===== src/hdl/ald_pkg.sv =====
// shared types, codes and constants for the ambient light led dimmer
`default_nettype none
package ald_pkg;

   // mode codes
   localparam logic [1:0] MODE_IDLE = 2'd0;
   localparam logic [1:0] MODE_RUN  = 2'd1;
   localparam logic [1:0] MODE_ERR  = 2'd2;
   localparam logic [1:0] MODE_OFF  = 2'd3;

   // event kinds on the request channel
   localparam logic [1:0] OP_SAMPLE = 2'd0;
   localparam logic [1:0] OP_TICK   = 2'd1;
   localparam logic [1:0] OP_PRESS  = 2'd2;

   // button codes
   localparam logic [1:0] BTN_UP   = 2'd0;
   localparam logic [1:0] BTN_DOWN = 2'd1;
   localparam logic [1:0] BTN_OK   = 2'd2;

   // notice codes
   localparam logic [1:0] NOTE_NONE  = 2'd0;
   localparam logic [1:0] NOTE_START = 2'd1;
   localparam logic [1:0] NOTE_OFF   = 2'd2;
   localparam logic [1:0] NOTE_DISC  = 2'd3;

   // csr indexes
   localparam logic [1:0] CSR_PWM_PERIOD = 2'd0;
   localparam logic [1:0] CSR_DEBOUNCE   = 2'd1;
   localparam logic [1:0] CSR_ALPHA      = 2'd2;

   // csr reset values
   localparam logic [15:0] PWM_PERIOD_RST = 16'd999;
   localparam logic [15:0] DEBOUNCE_RST   = 16'd200;
   localparam logic [15:0] ALPHA_RST      = 16'd3277;

   // classified commands handed from front to back
   localparam logic [2:0] CMD_NONE        = 3'd0;
   localparam logic [2:0] CMD_SAMPLE_OK   = 3'd1;
   localparam logic [2:0] CMD_SAMPLE_FAIL = 3'd2;
   localparam logic [2:0] CMD_TICK        = 3'd3;
   localparam logic [2:0] CMD_UP          = 3'd4;
   localparam logic [2:0] CMD_DOWN        = 3'd5;
   localparam logic [2:0] CMD_OK          = 3'd6;

   // raw reading of 300 lux, the point where the led goes fully off
   localparam logic [8:0] LUX_LIMIT_RAW = 9'd360;

   // floor(x / 360) = floor((x >> 3) / 45); (y * RECIP_45) >> RECIP_SHIFT is exact for y < 2^22
   localparam logic [22:0] RECIP_45    = 23'd5965233;
   localparam int          RECIP_SHIFT = 28;

   // cycles the target pipeline needs to settle after its inputs change
   localparam logic [1:0] TARGET_LAT = 2'd2;

   // command queue
   localparam int QUEUE_DEPTH = 2;
   localparam int QUEUE_PTR_W = 1;

   typedef struct packed {
      logic [1:0]  op;
      logic        read_ok;
      logic [15:0] raw_light;
      logic [1:0]  button;
      logic [31:0] now_ms;
   } req_type;

   typedef struct packed {
      logic [1:0]  mode;
      logic        cursor;
      logic        sensor_good;
      logic [15:0] pwm_compare;
      logic        pwm_enable;
      logic [1:0]  notice;
   } rsp_type;

   typedef struct packed {
      logic [2:0]  kind;
      logic [15:0] raw_light;
   } cmd_type;

   typedef struct packed {
      logic [15:0] pwm_period;
      logic [15:0] debounce_ms;
      logic [15:0] smoothing_alpha;
   } csr_type;

endpackage
`default_nettype wire


===== src/hdl/ald_front.sv =====
// front end: accepts events, debounces buttons and classifies into commands
`default_nettype none
module ald_front
   import ald_pkg::*;
(
   input  wire         clock,
   input  wire         reset,
   input  wire         req_valid,
   output logic        req_ready,
   input  req_type     req_data,
   input  wire  [15:0] debounce_ms,
   input  wire         queue_full,
   output logic        push,
   output cmd_type     push_cmd
);

   logic [31:0] last_press_ff, last_press_in;
   logic [31:0] elapsed;
   logic        bounced;
   logic        press_taken;

   assign req_ready = !queue_full;
   assign push      = req_valid && req_ready;

   assign elapsed     = req_data.now_ms - last_press_ff;
   assign bounced     = elapsed < {16'd0, debounce_ms};
   assign press_taken = (req_data.op == OP_PRESS) && (req_data.button <= BTN_OK) && !bounced;

   always_comb begin
      push_cmd.raw_light = req_data.raw_light;
      push_cmd.kind      = CMD_NONE;
      unique case (req_data.op)
         OP_SAMPLE: push_cmd.kind = req_data.read_ok ? CMD_SAMPLE_OK : CMD_SAMPLE_FAIL;
         OP_TICK:   push_cmd.kind = CMD_TICK;
         OP_PRESS: begin
            if (press_taken) begin
               unique case (req_data.button)
                  BTN_UP:   push_cmd.kind = CMD_UP;
                  BTN_DOWN: push_cmd.kind = CMD_DOWN;
                  BTN_OK:   push_cmd.kind = CMD_OK;
                  default:  push_cmd.kind = CMD_NONE;
               endcase
            end
         end
         default: push_cmd.kind = CMD_NONE;
      endcase
   end

   assign last_press_in = (push && press_taken) ? req_data.now_ms : last_press_ff;

   always_ff @(posedge clock) begin
      if (reset) begin
         last_press_ff <= 32'd0;
      end else begin
         last_press_ff <= last_press_in;
      end
   end

endmodule
`default_nettype wire


===== src/hdl/ald_queue.sv =====
// two-entry command queue between front end and back end
`default_nettype none
module ald_queue
   import ald_pkg::*;
(
   input  wire      clock,
   input  wire      reset,
   input  wire      push,
   input  cmd_type  push_cmd,
   input  wire      pop,
   output logic     full,
   output logic     not_empty,
   output cmd_type  head_cmd
);

   cmd_type                  mem_ff [QUEUE_DEPTH];
   logic [QUEUE_PTR_W-1:0]   wr_ptr_ff, wr_ptr_in;
   logic [QUEUE_PTR_W-1:0]   rd_ptr_ff, rd_ptr_in;
   logic [QUEUE_PTR_W:0]     count_ff, count_in;

   assign full      = count_ff == (QUEUE_PTR_W+1)'(QUEUE_DEPTH);
   assign not_empty = count_ff != '0;
   assign head_cmd  = mem_ff[rd_ptr_ff];

   assign wr_ptr_in = push ? wr_ptr_ff + 1'b1 : wr_ptr_ff;
   assign rd_ptr_in = pop  ? rd_ptr_ff + 1'b1 : rd_ptr_ff;

   always_comb begin
      count_in = count_ff;
      if (push && !pop) begin
         count_in = count_ff + 1'b1;
      end else if (pop && !push) begin
         count_in = count_ff - 1'b1;
      end
   end

   always_ff @(posedge clock) begin
      if (push) begin
         mem_ff[wr_ptr_ff] <= push_cmd;
      end
   end

   always_ff @(posedge clock) begin
      if (reset) begin
         wr_ptr_ff <= '0;
         rd_ptr_ff <= '0;
         count_ff  <= '0;
      end else begin
         wr_ptr_ff <= wr_ptr_in;
         rd_ptr_ff <= rd_ptr_in;
         count_ff  <= count_in;
      end
   end

endmodule
`default_nettype wire


===== src/hdl/ald_target.sv =====
// two-stage pipeline turning the stored light reading into a pwm target
`default_nettype none
module ald_target
   import ald_pkg::*;
(
   input  wire         clock,
   input  wire  [15:0] light_raw,
   input  wire  [15:0] pwm_period,
   output logic [15:0] scaled_target
);

   logic [8:0]  factor;
   logic [24:0] prod_ff, prod_in;
   logic [44:0] quot_full;
   logic [15:0] quot_ff, quot_in;

   // bright enough means the full period, which the formula gives at factor 360
   assign factor  = (light_raw >= {7'd0, LUX_LIMIT_RAW}) ? LUX_LIMIT_RAW
                                                          : LUX_LIMIT_RAW - light_raw[8:0];
   assign prod_in = pwm_period * factor;

   assign quot_full = prod_ff[24:3] * RECIP_45;
   assign quot_in   = quot_full[RECIP_SHIFT+15:RECIP_SHIFT];

   always_ff @(posedge clock) begin
      prod_ff <= prod_in;
      quot_ff <= quot_in;
   end

   assign scaled_target = quot_ff;

endmodule
`default_nettype wire


===== src/hdl/ald_back.sv =====
// back end: mode control, lag filter and registered result
`default_nettype none
module ald_back
   import ald_pkg::*;
(
   input  wire         clock,
   input  wire         reset,
   input  wire         q_not_empty,
   input  cmd_type     head_cmd,
   output logic        pop,
   input  csr_type     csr,
   input  wire         period_write,
   input  wire  [15:0] scaled_target,
   output logic [15:0] light_raw,
   output logic        rsp_valid,
   input  wire         rsp_ready,
   output rsp_type     rsp_data
);

   logic [1:0]  mode_ff, mode_in;
   logic        cursor_ff, cursor_in;
   logic        good_ff, good_in;
   logic [15:0] light_ff, light_in;
   logic [31:0] smooth_ff, smooth_in;
   logic [15:0] compare_ff, compare_in;
   logic [1:0]  settle_ff, settle_in;
   logic        rsp_valid_ff, rsp_valid_in;
   rsp_type     rsp_data_ff, rsp_data_in;

   logic        active;
   logic        stall;
   logic [1:0]  notice;
   logic [15:0] tgt;
   logic [31:0] t16;
   logic        rising;
   logic [31:0] mag;
   logic [47:0] step_full;
   logic [31:0] step;
   logic [31:0] smooth_tick;
   logic [15:0] ccr_tick;

   assign active = (mode_ff == MODE_RUN) || (mode_ff == MODE_ERR);
   assign stall  = (head_cmd.kind == CMD_TICK) && (settle_ff != 2'd0);
   assign pop    = q_not_empty && !stall && (!rsp_valid_ff || rsp_ready);

   // lag filter step
   assign tgt         = (good_ff && mode_ff == MODE_RUN) ? scaled_target : csr.pwm_period;
   assign t16         = {tgt, 16'd0};
   assign rising      = t16 >= smooth_ff;
   assign mag         = rising ? t16 - smooth_ff : smooth_ff - t16;
   assign step_full   = mag * csr.smoothing_alpha;
   assign step        = step_full[47:16];
   assign smooth_tick = rising ? smooth_ff + step : smooth_ff - step;
   assign ccr_tick    = (smooth_tick[31:16] > csr.pwm_period) ? csr.pwm_period
                                                               : smooth_tick[31:16];

   always_comb begin
      mode_in    = mode_ff;
      cursor_in  = cursor_ff;
      good_in    = good_ff;
      light_in   = light_ff;
      smooth_in  = smooth_ff;
      compare_in = compare_ff;
      notice     = NOTE_NONE;
      if (pop) begin
         case (head_cmd.kind) inside
            CMD_SAMPLE_OK: begin
               if (active) begin
                  light_in = head_cmd.raw_light;
                  good_in  = 1'b1;
                  if (!good_ff && mode_ff == MODE_ERR) begin
                     mode_in = MODE_RUN;
                  end
               end
            end
            CMD_SAMPLE_FAIL: begin
               if (active) begin
                  light_in = 16'd0;
                  good_in  = 1'b0;
                  if (mode_ff == MODE_RUN) begin
                     mode_in    = MODE_ERR;
                     compare_in = csr.pwm_period;
                     notice     = NOTE_DISC;
                  end
               end
            end
            CMD_TICK: begin
               if (active) begin
                  smooth_in  = smooth_tick;
                  compare_in = ccr_tick;
               end
            end
            CMD_UP, CMD_DOWN, CMD_OK: begin
               if (mode_ff == MODE_IDLE) begin
                  if (head_cmd.kind == CMD_UP) begin
                     cursor_in = 1'b0;
                  end else if (head_cmd.kind == CMD_DOWN) begin
                     cursor_in = 1'b1;
                  end else if (!cursor_ff) begin
                     mode_in    = MODE_RUN;
                     good_in    = 1'b0;
                     smooth_in  = {csr.pwm_period, 16'd0};
                     compare_in = csr.pwm_period;
                     notice     = NOTE_START;
                  end else begin
                     mode_in = MODE_OFF;
                     notice  = NOTE_OFF;
                  end
               end else if (active) begin
                  if (head_cmd.kind != CMD_UP) begin
                     mode_in = MODE_IDLE;
                     notice  = NOTE_OFF;
                  end
               end else if (head_cmd.kind == CMD_OK) begin
                  mode_in = MODE_IDLE;
               end
            end
            default: begin
            end
         endcase
      end
   end

   // tick stall counter, reloaded when the reading or period moves so the target pipeline can settle
   always_comb begin
      settle_in = settle_ff;
      if (period_write ||
          (pop && (head_cmd.kind == CMD_SAMPLE_OK || head_cmd.kind == CMD_SAMPLE_FAIL))) begin
         settle_in = TARGET_LAT;
      end else if (settle_ff != 2'd0) begin
         settle_in = settle_ff - 2'd1;
      end
   end

   always_comb begin
      rsp_data_in.mode        = mode_in;
      rsp_data_in.cursor      = cursor_in;
      rsp_data_in.sensor_good = good_in;
      rsp_data_in.pwm_compare = compare_in;
      rsp_data_in.pwm_enable  = (mode_in == MODE_RUN) || (mode_in == MODE_ERR);
      rsp_data_in.notice      = notice;
   end

   assign rsp_valid_in = pop || (rsp_valid_ff && !rsp_ready);

   always_ff @(posedge clock) begin
      if (pop) begin
         rsp_data_ff <= rsp_data_in;
      end
   end

   always_ff @(posedge clock) begin
      if (reset) begin
         mode_ff      <= MODE_IDLE;
         cursor_ff    <= 1'b0;
         good_ff      <= 1'b0;
         light_ff     <= 16'd0;
         smooth_ff    <= {PWM_PERIOD_RST, 16'd0};
         compare_ff   <= PWM_PERIOD_RST;
         settle_ff    <= TARGET_LAT;
         rsp_valid_ff <= 1'b0;
      end else begin
         mode_ff      <= mode_in;
         cursor_ff    <= cursor_in;
         good_ff      <= good_in;
         light_ff     <= light_in;
         smooth_ff    <= smooth_in;
         compare_ff   <= compare_in;
         settle_ff    <= settle_in;
         rsp_valid_ff <= rsp_valid_in;
      end
   end

   assign light_raw = light_ff;
   assign rsp_valid = rsp_valid_ff;
   assign rsp_data  = rsp_data_ff;

endmodule
`default_nettype wire


===== src/hdl/ambient_light_led_dimmer.sv =====
// top level of the ambient light led dimmer
//
// Event-driven dimmer controller. Each request transaction is a sensor sample,
// a 10 ms dim tick or a button press; each one returns exactly one response
// transaction carrying mode, menu cursor, sensor status, the smoothed inverted
// pwm compare value, the pwm enable and a one-shot notice. Sustained rate is one
// transaction per clock while the receiver keeps up and no tick waits; a taken
// request passes the queue and the output register before its response is valid.
// A dim tick after a sample or pwm_period write waits for the two-multiplier target
// pipeline to settle. The front end debounces presses against now_ms and hands
// classified commands to the back end through a two-entry queue, and the result
// sits in an output register, so either side may stall independently. CSRs are
// written through csr_we/csr_index/csr_wdata with no wait state; index 0 is
// pwm_period, 1 debounce_ms, 2 smoothing_alpha, other indexes are ignored.
`default_nettype none
module ambient_light_led_dimmer
   import ald_pkg::*;
(
   input  wire         clock,
   input  wire         reset,

   // request channel
   input  wire         req_valid,
   output logic        req_ready,
   input  req_type     req_data,

   // response channel
   output logic        rsp_valid,
   input  wire         rsp_ready,
   output rsp_type     rsp_data,

   // csr write port
   input  wire         csr_we,
   input  wire  [1:0]  csr_index,
   input  wire  [15:0] csr_wdata
);

   // configuration registers
   csr_type     csr_ff, csr_in;
   logic        period_write;

   // front to queue
   logic        push;
   cmd_type     push_cmd;
   logic        queue_full;

   // queue to back
   logic        pop;
   logic        q_not_empty;
   cmd_type     head_cmd;

   // target pipeline
   logic [15:0] light_raw;
   logic [15:0] scaled_target;

   assign period_write = csr_we && (csr_index == CSR_PWM_PERIOD);

   always_comb begin
      csr_in = csr_ff;
      if (csr_we) begin
         unique case (csr_index)
            CSR_PWM_PERIOD: csr_in.pwm_period      = csr_wdata;
            CSR_DEBOUNCE:   csr_in.debounce_ms     = csr_wdata;
            CSR_ALPHA:      csr_in.smoothing_alpha = csr_wdata;
            default: begin
               // unused index, write dropped
            end
         endcase
      end
   end

   always_ff @(posedge clock) begin
      if (reset) begin
         csr_ff.pwm_period      <= PWM_PERIOD_RST;
         csr_ff.debounce_ms     <= DEBOUNCE_RST;
         csr_ff.smoothing_alpha <= ALPHA_RST;
      end else begin
         csr_ff <= csr_in;
      end
   end

   // front end: takes every transaction the queue has room for
   ald_front u_front (
      .clock       (clock),
      .reset       (reset),
      .req_valid   (req_valid),
      .req_ready   (req_ready),
      .req_data    (req_data),
      .debounce_ms (csr_ff.debounce_ms),
      .queue_full  (queue_full),
      .push        (push),
      .push_cmd    (push_cmd)
   );

   // decouples front from back
   ald_queue u_queue (
      .clock     (clock),
      .reset     (reset),
      .push      (push),
      .push_cmd  (push_cmd),
      .pop       (pop),
      .full      (queue_full),
      .not_empty (q_not_empty),
      .head_cmd  (head_cmd)
   );

   // pwm target from the stored reading, free-running
   ald_target u_target (
      .clock         (clock),
      .light_raw     (light_raw),
      .pwm_period    (csr_ff.pwm_period),
      .scaled_target (scaled_target)
   );

   // back end: state update, lag filter and output register
   ald_back u_back (
      .clock         (clock),
      .reset         (reset),
      .q_not_empty   (q_not_empty),
      .head_cmd      (head_cmd),
      .pop           (pop),
      .csr           (csr_ff),
      .period_write  (period_write),
      .scaled_target (scaled_target),
      .light_raw     (light_raw),
      .rsp_valid     (rsp_valid),
      .rsp_ready     (rsp_ready),
      .rsp_data      (rsp_data)
   );

endmodule
`default_nettype wire


===== config.mk =====
export PLATFORM = sky130hd
export DESIGN_NAME = ambient_light_led_dimmer
export DESIGN_NICKNAME = d
export VERILOG_FILES = /design/src/hdl/ald_pkg.sv /design/src/hdl/ald_front.sv /design/src/hdl/ald_queue.sv /design/src/hdl/ald_target.sv /design/src/hdl/ald_back.sv /design/src/hdl/ambient_light_led_dimmer.sv
export SDC_FILE = /design/constraint.sdc
export NUM_CORES = 2
export LEC_CHECK = 0
export BUFFER_PORTS_ARGS = -buffer_cell sky130_fd_sc_hd__clkbuf_2
export CORE_UTILIZATION = 65
export CTS_CLUSTER_SIZE = 28
export DETAILED_ROUTE_END_ITERATION = 16
export HOLD_SLACK_MARGIN = 0.03
export PLACE_DENSITY = 0.92
export RECOVER_POWER = 100
export SYNTH_ARGS = -nofsm -noshare
export SYNTH_HDL_FRONTEND = slang
export SYNTH_SLANG_ARGS = --single-unit

===== constraint.sdc =====
create_clock -name clock -period 17.7 [get_ports clock]
set_input_delay 2.655 -clock clock [delete_from_list [all_inputs] [get_ports clock]]
set_output_delay 2.655 -clock clock [all_outputs]
set_load 0.03 [all_outputs]

# == Word level (Yosys, flattened, before mapping) ==
# Memories as Yosys holds them, arrays and structs flattened. A register that Yosys moved wholly into a read port is not among the register bits.
# Cells that the tools add are included.
# totals
memories,1
input_bits,76
mem_bits_rw,38
output_inout_bits,25
reg_bits,219
wordCells,196
# mem_list
memory,words,word_bits,read_ports,rd_ports_with_merged_regs,write_ports,line_no,rtl
u_queue.mem_ff,2,19,1,1,1,ald_queue.sv:16,cmd_type mem_ff [QUEUE_DEPTH];
# classes
reduce_logical,45
eq_ne,22
bitwise_logic,2
order_cmp,5
addsub,11
n_mux,84
n_mul,3
# op_table
op,n
$mux W16,18
$mux W32,9
$sub A32 B32 Y32,4
$mux W2,30
$mul A32 B16 Y48,1
$mul A22 B23 Y44 const B,1
$add A32 B32 Y32,1
$ge A32 B32 Y1,1
$lt A32 B16 Y1,1
$mul A16 B9 Y25,1
$mux W1,23
$pmux W3 S3,2
$ge A16 B9 Y1 const B,1
$gt A16 B16 Y1,1
$logic_and A1 B1 Y1,14
$eq A2 B2 Y1 const B,6
$reduce_bool A2 Y1,6
$eq A2 B1 Y1 const B,5
$eq A3 B3 Y1 const B,3
$mux W9,1
$reduce_and A9 Y1,1
$sub A9 B9 Y9 const A,1
$logic_not A1 Y1,8
$logic_not A2 Y1,4
16 further kinds,29

# == Longest topological paths before layout ==
# depth
ltp_word,15
depth_mapped,73

# == Modules after synthesis ==
# From an unflattened synthesis, not the netlist that was laid out.
# hier_totals
cells_unflattened,5253
area_unflattened_um2,45482.4
# by_module_without_submodules
mod,cells_per_inst,instances,area_each_um2
ald_back,3149,1,25588.3
ald_target,1277,1,12104.1
ald_front,558,1,4274.1
ambient_light_led_dimmer,188,1,1934.4
ald_queue,81,1,1581.5

# == Worst setup path before layout ==
# Ideal clock, no wire load.
# synth_timing
path_kind,flip-flop to flip-flop
start,register u_back.mode_ff[1]
end,"register u_back.rsp_data_ff (netlist bit u_back.rsp_data[13]), data pin"
path_buffers,6
synth_period_minus_slack_ns,15.224
required_time_ns,17.433
slack_ns,2.476
path_stages_with_launch,66
setup_time_ns,0.267
arrival_time_ns,14.957
path_cell_list,dfxtp_1 > inv_1 > ha_1 > nand2_1 > clkbuf_1 > mux2_2 > ha_1 > clkbuf_1 > o21ai_1 > a211o_1 > a41oi_1 > nor2_1 > nor2_1 > clkbuf_1 > clkbuf_1 > o31ai_1 > xnor2_1 > clkbuf_1 > [30 not listed] > a211oi_1 > o21ai_0 > a221o_1 > a31oi_1 > o31ai_1 > xnor2_1 > xor2_2 > inv_1 > ha_1 > nand4_1 > nor4_1 > nand4_1 > and2_1 > nor2_1 > mux2i_1 > nor2_1 > a221oi_1 > a21oi_1
# synth_via
elab_chain_len,15
word_cells_on_any_way,25
classes_between,add/sub: 4; mul: 1; order compare: 2; eq/ne: 2; mux: 13; reduce/logical: 3
# synth_lines
element,line_no,rtl
start: declaration,ald_back.sv:20,"logic [1:0] mode_ff, mode_in;"
start signal: assignment,ald_back.sv:163,mode_ff <= mode_in;
$eq A2 B1 Y1,"ald_back.sv:42, ald_back.sv:47, ald_back.sv:80",
$logic_and A1 B1 Y1,ald_back.sv:47,assign tgt = (good_ff && mode_ff == MODE_RUN) ? scaled_target : csr.pwm_period;
$mux W16,ald_back.sv:47,
$sub A32 B32 Y32 / $ge A32 B32 Y1 (equally long branches),"ald_back.sv:50, ald_back.sv:49",
$mux W32,ald_back.sv:50,assign mag = rising ? t16 - smooth_ff : smooth_ff - t16;
$mul A32 B16 Y48,ald_back.sv:51,assign step_full = mag * csr.smoothing_alpha;
$sub A32 B32 Y32 / $add A32 B32 Y32 (equally long branches),ald_back.sv:53,assign smooth_tick = rising ? smooth_ff + step : smooth_ff - step;
$mux W32,ald_back.sv:53,
$gt A16 B16 Y1,ald_back.sv:54,assign ccr_tick = (smooth_tick[31:16] > csr.pwm_period) ? csr.pwm_period
$mux W16,ald_back.sv:54,
$mux W16,ald_back.sv:88,if (active) begin
$mux W16,ald_back.sv:66,case (head_cmd.kind) inside
$mux W16 (*) (2 in series),ald_back.sv:66,
$mux W16 (*),ald_back.sv:65,if (pop) begin
net u_back.compare_in[10],ald_back.sv:25,"logic [15:0] compare_ff, compare_in;"
end signal: assignment,ald_back.sv:148,rsp_data_ff <= rsp_data_in;
end: declaration,ald_back.sv:28,"rsp_type rsp_data_ff, rsp_data_in;"
# The timed path passes the listed nets; every way through them passes the cells marked *.
# A chain may end at the register's enable or synchronous reset.

# == Worst setup path after layout ==
# layout_timing
start,register u_back.mode_ff[1]
end,register u_back.compare_ff[7]
# layout_via
elab_chain_len,15
word_cells_on_any_way,25
classes_between,add/sub: 4; mul: 1; order compare: 2; eq/ne: 2; mux: 13; reduce/logical: 3
# layout_lines
element,line_no,rtl
$eq A2 B1 Y1,"ald_back.sv:42, ald_back.sv:47, ald_back.sv:80",
$logic_and A1 B1 Y1,ald_back.sv:47,
$mux W16,ald_back.sv:47,
$sub A32 B32 Y32 / $ge A32 B32 Y1 (equally long branches),"ald_back.sv:50, ald_back.sv:49",
$mux W32,ald_back.sv:50,
$mul A32 B16 Y48,ald_back.sv:51,
$sub A32 B32 Y32 / $add A32 B32 Y32 (equally long branches),ald_back.sv:53,
$mux W32,ald_back.sv:53,
$gt A16 B16 Y1,ald_back.sv:54,
$mux W16,ald_back.sv:54,
$mux W16,ald_back.sv:88,
$mux W16,ald_back.sv:66,
$mux W16 (*) (2 in series),ald_back.sv:66,
$mux W16 (*),ald_back.sv:65,
net u_back.compare_in[7],ald_back.sv:25,
end signal: assignment,ald_back.sv:168,compare_ff <= compare_in;
end: declaration,ald_back.sv:25,
# Marks and branches as above.

==> results.json <==
{
  "drcViolationCount": 0,
  "synth_cell_types": 90,
  "max_freq_mhz": 59.5,
  "netlist_area_sq_um": 43800,
  "grt-ovfl-total": 0,
  "synth-seq-cells": 255,
  "status": "finished, violations left",
  "fin_skew_ns": 0.0315,
  "start_kind": "flop",
  "hold_class": "reg2reg",
  "cp_data_required_time_ns": 18.18,
  "n_antenna_cell": 0,
  "synth_edf_count": 61,
  "num_vias": 36600,
  "yosysWarnings": 0,
  "cts-root-buf": "clkbuf_16",
  "pin_count": 101,
  "drtAntennaViolNets": 0,
  "routedWlPerCell_microns": 19.9,
  "timing_hold_violations_final": 0,
  "clkLatencyLatePin_ns": 0.60,
  "synth_ff_type": "dfxtp_1",
  "grt_pass1_wl_microns": 194000,
  "initial_core_util_pct": 66.1,
  "synth_top_area_share_pct": 29.6,
  "cp_slowest_stage_delay_ns": 0.56,
  "viasPerCell": 6.12,
  "cts_tree": "yes",
  "antenna_found_initial": 1,
  "report.final.slew_viol_count": 254,
  "avgSynthCellArea_sq_um": 8.55,
  "layout-drive-gt1-share_pct": 4.84,
  "synth_cells": 5120,
  "cts_buffers": 26,
  "core_area_sq_um": 66200,
  "slew_headroom_pct": -144,
  "cts.sinks": 255,
  "violations": "capacitance limit, slew limit",
  "critPathMostFrequentCell": "inv_1",
  "setup_viol": 0,
  "post-route-period-util_pct": 95.0,
  "core.rowCount": 94,
  "areaGrowthSynthToFinish_pct": 4.84,
  "rsz0062_at_grt": "no",
  "path_class": "reg2reg",
  "ys_seq_area_share_pct": 13.1,
  "tightest_slew_ns": 3.66,
  "crit_fanout": 28,
  "fill_cells": 4836,
  "die_w_microns": 262,
  "yosysTopAreaCell": "fa_1",
  "synthTopCellsByArea": "fa_1 (30%), ha_1 (14%), dfxtp_1 (8.9%)",
  "drtIter0Drc": 3235,
  "setup-tns-final_ns": 0,
  "grtUsageTotal_pct": 35.8,
  "portBuffers": 100,
  "nets": 6303,
  "h-tree-depth": 1,
  "syn_nets": 6320,
  "dieArea_sq_um": 68400,
  "clk_pin_slew_ns": 0.07,
  "cap_violations": 5,
  "clock_path_buffers": 3,
  "worst-path-buf-inv": 9,
  "hpwl_microns": 93100,
  "async_reset_ff_share_pct": 0,
  "wl_microns": 119000,
  "slowest_stage": "fa_1",
  "firstDrtPassIters": 8,
  "die_height_microns": 262,
  "gp_congestion": 0.966,
  "grt_start_max_net_pins": 111,
  "cp-end-kind": "flop",
  "rrSetupSlack_ns": 0.88,
  "cp_top_family": "compound AO/OA/AOI/OAI gates",
  "fin_crit_ns": 16.82,
  "arrival_ns": 17.29,
  "grt_pass1_vias": 38300
}
-- worst register-to-register path: cells and delay by family, from the launching register on --
kind,cells,cell delay [ns]
buf+inv,9,1.18
xor+xnor,3,0.71
mux,2,0.68
fa+ha+maj,11,4.83
compound gates,19,4.93
flops,1,0.39
simple gates,17,4.02
-- stage by stage --
| stage | setup WS, ns | cell area [sq um] | util (%) | instances | hold slack [ns] |
|---|---|---|---|---|---|
| global route | 0.0482 | 45900 | 69.3 | 5987 | 0.483 |
| CTS | 0.906 | 46000 | 69.5 | 5987 | 0.462 |
| floorplan | 2.48 | 43800 | - | 5120 | 0.434 |
| detailed placement | 1.04 | 45100 | 68.2 | 5939 | 0.452 |
| finish | 0.884 | 45900 | 69.3 | 5987 | 0.463 |
| global placement | 1.53 | 45100 | 68.2 | 5939 | 0.442 |
-- routing by layer --
layer,vias to the layer above,routed length [microns],GRT usage (%)
met1,17800,43300,43.7
met3,531,11200,5.71
met4,0,6800,18.2
met5,-,0,0
met2,2008,57900,61.3
li1,16300,-,-
-- cells by family after synthesis --
kind of cell	count (synthesis)	share of synthesized area, %
xor gates and xnor gates	175	3.52
DFF	255	13.1
AOI/OAI and AO/OA	800	11.7
and+or+nand+nor	1522	16.6
adders and majority gates	1124	43.2
muxes	84	1.99
buffers and inverters	1160	9.94
-- state kept, by name, summed over array words and instances (netlist names), named ones only --
signal / flops
u_back.settle_ff: 2
u_target.prod_ff: 22
csr_ff: 48
u_queue.mem_ff: 38
u_queue.wr_ptr_ff: 1
u_back.light_raw: 16
u_queue.count_ff: 2
u_back.cursor_ff: 1
u_target.scaled_target: 16
u_back.compare_ff: 16
u_back.rsp_valid: 1
u_front.last_press_ff: 32
u_back.good_ff: 1
u_back.smooth_ff: 32
u_back.mode_ff: 2
u_queue.rd_ptr_ff: 1
u_back.rsp_data: 23
-- cells in the mapped netlist, types with 7 or more instances --
cell,count
nor2_1,246
edfxtp_1,61
o21a_1,33
a21o_1,81
nand4_1,25
xnor2_1,123
a41oi_1,7
o22ai_1,13
xor2_1,51
nand3_1,46
nand3b_1,19
a221oi_1,16
or3_1,14
a21oi_1,310
clkbuf_1,207
fa_1,647
a221o_1,8
mux2_2,23
and3_1,46
nor4_1,11
and2_1,184
dfxtp_1,194
o31ai_1,21
and4_1,7
o21ai_0,121
a211oi_1,17
a31oi_1,13
or2_2,16
nand2b_1,101
o21bai_1,19
buf_1,10
nor2b_1,54
o2bb2ai_1,9
inv_1,943
a211o_1,12
o21ai_1,7
nor3_1,65
a21boi_0,12
mux2i_1,60
nand2_1,654
o211ai_1,13
ha_1,477
a22oi_1,17
-- path summary, 6_finish.rpt --
check,startpoint,endpoint,cells after the start
worst max-delay path,u_back.mode_ff[1],u_back.compare_ff[7],61
worst min-delay path,csr_ff[16],csr_ff[16],2
worst max register to register,u_back.mode_ff[1],u_back.compare_ff[7],61
worst min register to register,csr_ff[16],csr_ff[16],2
-- cells in the final DEF (no fill, tap or decap), drive strengths merged, types with 101 or more instances in the layout --
cell and instances:
dfxtp 194, inv 953, fa 647, and2 188, nand2b 101, o21ai 128
clkbuf 137, nand2 655, a21oi 310, xnor2 123, nor2 247, ha 477
-- what timing repair did --
action,CTS,global route
endpoints found under the setup margin,0,30
gates resized for setup,0,3
buffers inserted,0,0
hold buffers,0,0
-- layout make-up --
| cell class | count | area, sq um | share of cell area [%] |
|---|---|---|---|
| well taps | 864 | 1080 | 2.35 |
| clock inverters | 20 | 171 | 0.373 |
| flip-flops and latches | 255 | 5720 | 12.5 |
| repair buffers | 172 | 961 | 2.09 |
| inverters | 943 | 3540 | 7.71 |
| clock buffers | 28 | 689 | 1.50 |
| multi-input cells | 3705 | 33800 | 73.5 |
Power is not shown: default switching activity piles up to over one toggle a cycle in this logic, so the estimate is an artifact.
